**src/sv/fraction_accumulator_reduce_assert.svh**
```systemverilog
// assertion macros for the fraction accumulator
`ifndef FRACTION_ACCUMULATOR_REDUCE_ASSERT_SVH
`define FRACTION_ACCUMULATOR_REDUCE_ASSERT_SVH

// property must hold whenever reset is released
`define FAR_ASSERT(lbl, prop, msg) \
  lbl: assert property (@(posedge clk) disable iff (!rst_n) (prop)) else $error(msg);

// antecedent implies consequent on the next clock
`define FAR_ASSERT_NEXT(lbl, ante, cons, msg) \
  lbl: assert property (@(posedge clk) disable iff (!rst_n) (ante) |=> (cons)) \
    else $error(msg);

`endif

```
**src/sv/far_pkg.sv**
```systemverilog
`default_nettype none
package far_pkg;
  localparam int DATA_WIDTH = 32;
  localparam int IO_WIDTH = 32;
  localparam int CNT_WIDTH = $clog2(DATA_WIDTH + 1);
  localparam logic CFG_IDX_NUM = 1'b0;
  localparam logic CFG_IDX_DEN = 1'b1;
  localparam logic MODE_ADD = 1'b0;
  localparam logic MODE_MUL = 1'b1;

  typedef struct packed {
    logic mode;
    logic [DATA_WIDTH-1:0] on;
    logic [DATA_WIDTH-1:0] od;
  } far_cmd_t;

  typedef enum logic [3:0] {
    ST_IDLE, ST_MUL1, ST_MUL2, ST_SUM, ST_GCD_START, ST_DIV_RUN, ST_GCD_NEXT,
    ST_QN_START, ST_QN_DONE, ST_QD_DONE, ST_EMIT
  } far_state_t;

  function automatic logic [IO_WIDTH-1:0] to_io(input logic [DATA_WIDTH-1:0] v);
    logic [63:0] e;
    e = 64'(signed'(v));
    return e[IO_WIDTH-1:0];
  endfunction

  function automatic logic [DATA_WIDTH-1:0] from_io(input logic [IO_WIDTH-1:0] v);
    logic [63:0] e;
    e = 64'(signed'(v));
    return e[DATA_WIDTH-1:0];
  endfunction
endpackage
`default_nettype wire

```
**src/sv/far_front.sv**
```systemverilog
`default_nettype none
// input side: takes words and holds a two-entry command queue
module far_front import far_pkg::*; (
  input  wire logic                clk,
  input  wire logic                rst_n,
  input  wire logic                in_push,
  output logic                     in_full,
  input  wire logic                in_mode,
  input  wire logic [IO_WIDTH-1:0] in_operand_numerator,
  input  wire logic [IO_WIDTH-1:0] in_operand_denominator,
  output logic                     cmd_valid,
  output far_cmd_t                 cmd,
  input  wire logic                cmd_take
);
  far_cmd_t   q_r [2];
  logic       wp_r, rp_r;
  logic [1:0] cnt_r;
  logic       push_ok, pop_ok;

  assign in_full = cnt_r == 2'd2;
  assign push_ok = in_push && !in_full;
  assign cmd_valid = cnt_r != 2'd0;
  assign pop_ok = cmd_take && cmd_valid;
  assign cmd = q_r[rp_r];

  always_ff @(posedge clk) begin
    if (!rst_n) begin
      wp_r <= 1'b0; rp_r <= 1'b0; cnt_r <= '0;
    end else begin
      if (push_ok) wp_r <= ~wp_r;
      if (pop_ok) rp_r <= ~rp_r;
      cnt_r <= cnt_r + {1'b0, push_ok} - {1'b0, pop_ok};
    end
    if (push_ok) begin
      q_r[wp_r] <= '{mode: in_mode, on: from_io(in_operand_numerator),
                     od: from_io(in_operand_denominator)};
    end
  end
endmodule
`default_nettype wire

```
**config.mk**
```make
export PLATFORM = sky130hd
export DESIGN_NAME = far_front
export DESIGN_NICKNAME = d
export VERILOG_FILES = /design/src/sv/fraction_accumulator_reduce_assert.svh /design/src/sv/far_pkg.sv /design/src/sv/far_front.sv
export SDC_FILE = /design/constraint.sdc
export NUM_CORES = 1
export LEC_CHECK = 0
export BUFFER_PORTS_ARGS = -buffer_cell sky130_fd_sc_hd__clkbuf_2
export CAP_MARGIN = 20
export CORE_ASPECT_RATIO = 0.7
export CORE_MARGIN = 2
export CORE_UTILIZATION = 35
export CTS_BUF_LIST = sky130_fd_sc_hd__clkbuf_16
export DETAILED_ROUTE_END_ITERATION = 10
export GPL_TIMING_DRIVEN = 0
export PLACE_DENSITY = 0.65
export SLEW_MARGIN = 20
export SYNTH_ARGS = -nofsm -noshare
export SYNTH_HDL_FRONTEND = slang
export SYNTH_SLANG_ARGS = --single-unit
```
**constraint.sdc**
```tcl
create_clock -name clk -period 9.2 [get_ports clk]
set_input_delay 0.92 -clock clk [delete_from_list [all_inputs] [get_ports clk]]
set_output_delay 0.92 -clock clk [all_outputs]
set_load 0.03 [all_outputs]
```
==> flow_summary.toml <==
[global_route]
grt_pass1_wl_mm = 13.6
grt-ovfl-total = 0
grt_use_total_pct = 11.7
grt_max_degree = 34
grt_pass1_vias = 2725
grt_antenna_before_repair = 0

[worst_setup_path]
cp.depth = 4
crit_top_cell = "buf_6"
cp.required_ns = 8.28
crit_slowest_cell = "dfxtp_1"
start_kind = "flip-flop"
worstSetupPathType = "reg -> out"
cp_max_fo = 10
critPathBufInv = 3
endpoint_kind = "output pin"
r2r_slack_ns = 7.35
cpPeakStageDelay_ns = 0.33
r2r_cells = 4
arrival_ns = 1.65
crit_chain = "buf_6 -> buf_6 -> mux2_4 -> clkbuf_2"
critPathTopFamily = "buffers and inverters"

[routing]
via_per_inst = 4.40
drt_wl_total_mm = 8.94
drt-initial-drc-count = 137
drc = 0
routedWlPerCell_um = 15.2
drtPass1Iterations = 4
vias = 2585
postRouteAntennaNets = 0

[final_layout]
layout.nets = 456
layout_common_cells = "clkbuf_2, edfxtp_1, mux2_4"
final_cells = 587
final_util_pct = 47.6
area_growth_pct = 30.8
drive_above_1_share_pct = 61.0
n_antenna_cell = 0
final_common_cell = "clkbuf_2"

[cts]
ctsResizeCount = 0
cts_buffer_depth = 2
h-tree-depth = 4
root_buffer = "clkbuf_16"
clock_latency_ns = 0.41
cts_tree = "yes"
ctsHoldBuffers = 0
path_clk_slew_ns = 0.06
clock_sinks = 135
cts_setup_buffers = 0
cts_buffers = 17

[synth]
yosysSeqAreaShare_pct = 78.0
netlist_area_um2 = 5130
syn_nets = 299
synth.ff_latch_count = 135
synth_cell_type_count = 18
yosys_warnings = 0
avgSynthCellArea_um2 = 22.5
syn_inst = 228

[timing]
finalSetupViolCount = 0
fmax_mhz = 390
rsz0062_at_grt = "false"
period_share_pct = 27.9
skew_ns = 0.00713
report.final.slew_viol_count = 0
setup_slack_ns = 6.63
hold_viol_final = 0
setup_tns_ns = 0
fin_crit_ns = 2.57
relSlewSlack_pct = 50.9
tightest_slew_ns = 0.735

[worst_hold_path]
min_path_type = "reg -> reg"
whs_path_depth = 2

[floorplanning]
coreArea_um2 = 14100
io_pins = 136
start_util_pct = 36.4
die-height_um = 105
die_x_um = 149
die_area_um2 = 15700
rows = 36

[flow_run]
maxCapViolCount = 0

[power_and_ir_drop]
seqPwrFrac_pct = 38.4
clockPowerShare_pct = 32.2
leakagePower_nw = 2.68
combPwrFrac_pct = 29.3
peakVddDrop_mv = 0.136
power_w = 0.00207
power_density_nw_per_um2 = 308
internal_power_w = 0.00144
swShare_pct = 30.5
p_switching_w = 0.000630

[status]
status = "finished clean"

[place]
dpl.cell_count = 556
place_hpwl_mm = 6.10
routabilityCongestion = 0.668
pre_cts_ws_ns = 6.83
port_buffers = 135
synthesized netlist by cell type (all sizes together):
| cell | instances | area, um2 |
|---|---|---|
| ha | 2 | 25.0 |
| nand2 | 2 | 7.51 |
| xnor2 | 2 | 17.5 |
| inv | 3 | 11.3 |
| and3 | 1 | 6.26 |
| buf | 7 | 72.6 |
| nor2 | 4 | 15.0 |
| edfxtp | 130 | 3900 |
| xor2 | 1 | 8.76 |
| o21a | 1 | 7.51 |
| dfxtp | 5 | 100 |
| mux2 | 65 | 920 |
| and2 | 1 | 6.26 |
| or2 | 1 | 6.26 |
| nand2b | 2 | 12.5 |
| mux2i | 1 | 10.0 |
layer usage:
metal	vias to the layer above	part of all wire [%]	track usage, %
li1	1207	-	-
met1	1270	43	13.9
met2	102	47	18.3
met3	6	9.4	6.06
met4	0	0.76	4.49
met5	-	0	0
worst paths after layout:
| path | start | end |
|---|---|---|
| max | flip-flop | cmd[47] |
| min | wp_r$_SDFFE_PN0N_ | wp_r$_SDFFE_PN0N_ |
| max reg2reg | cnt_r[0]$_SDFF_PN0_ | q_r[0][26]$_DFFE_PP_ |
| min reg2reg | wp_r$_SDFFE_PN0N_ | wp_r$_SDFFE_PN0N_ |
metrics by stage:
stage	area (um2)	hold slack, ns
2_1_floorplan	5130	0.455
3_3_place_gp	6040	0.472
3_5_place_dp	6120	0.520
4_1_cts	6710	0.527
5_1_grt	6710	0.567
6_report	6710	0.520
flip-flops by register name, indices dropped and copies added (netlist names), named ones only:
register	cells
cnt_r	2
rp_r	1
wp_r	1
q_r	130
logic make-up (layout without fill, tap and decap cells):
| family | Yosys count | after routing | synth area share [%] |
|---|---|---|---|
| AO/OA/AOI/OAI | 1 | 1 | 0.146 |
| XOR/XNOR | 3 | 3 | 0.512 |
| adder cells (fa/ha/maj) | 2 | 2 | 0.488 |
| buffers and inverters | 10 | 179 | 1.63 |
| flip-flops | 135 | 135 | 78.0 |
| multiplexers | 66 | 66 | 18.1 |
| AND/OR/NAND/NOR | 11 | 11 | 1.05 |
worst register-to-register path: cells and delay by family, from the launching register on:
family / cells / cell delay (ns)
DFF: 1 / 0.36
buffers and inverters: 1 / 0.28
and+or+nand+nor: 3 / 0.91
power groups by stage:
stage,Sequential [W],Clock (W),Combinational [W]
6_report,0.000794,0.000666,0.000606
5_1_grt,0.000802,0.000712,0.000643
4_1_cts,0.000795,0.000683,0.000616
3_5_place_dp,0.000807,0,0.000614
3_3_place_gp,0.000815,0,0.000593
2_1_floorplan,0.000808,0,0.000454
cell type report:
cell class | instances | area (um2)
Fill cell | 1220 | 7390
Sequential cell | 135 | 4000
Multi-Input combinational cell | 83 | 1050
Timing Repair Buffer | 138 | 743
Clock buffer | 17 | 425
Tap cell | 190 | 238
Clock inverter | 14 | 160
Buffer | 7 | 72.6
Inverter | 3 | 11.3
No activity file was read; power rests on OpenSTA's default activity.
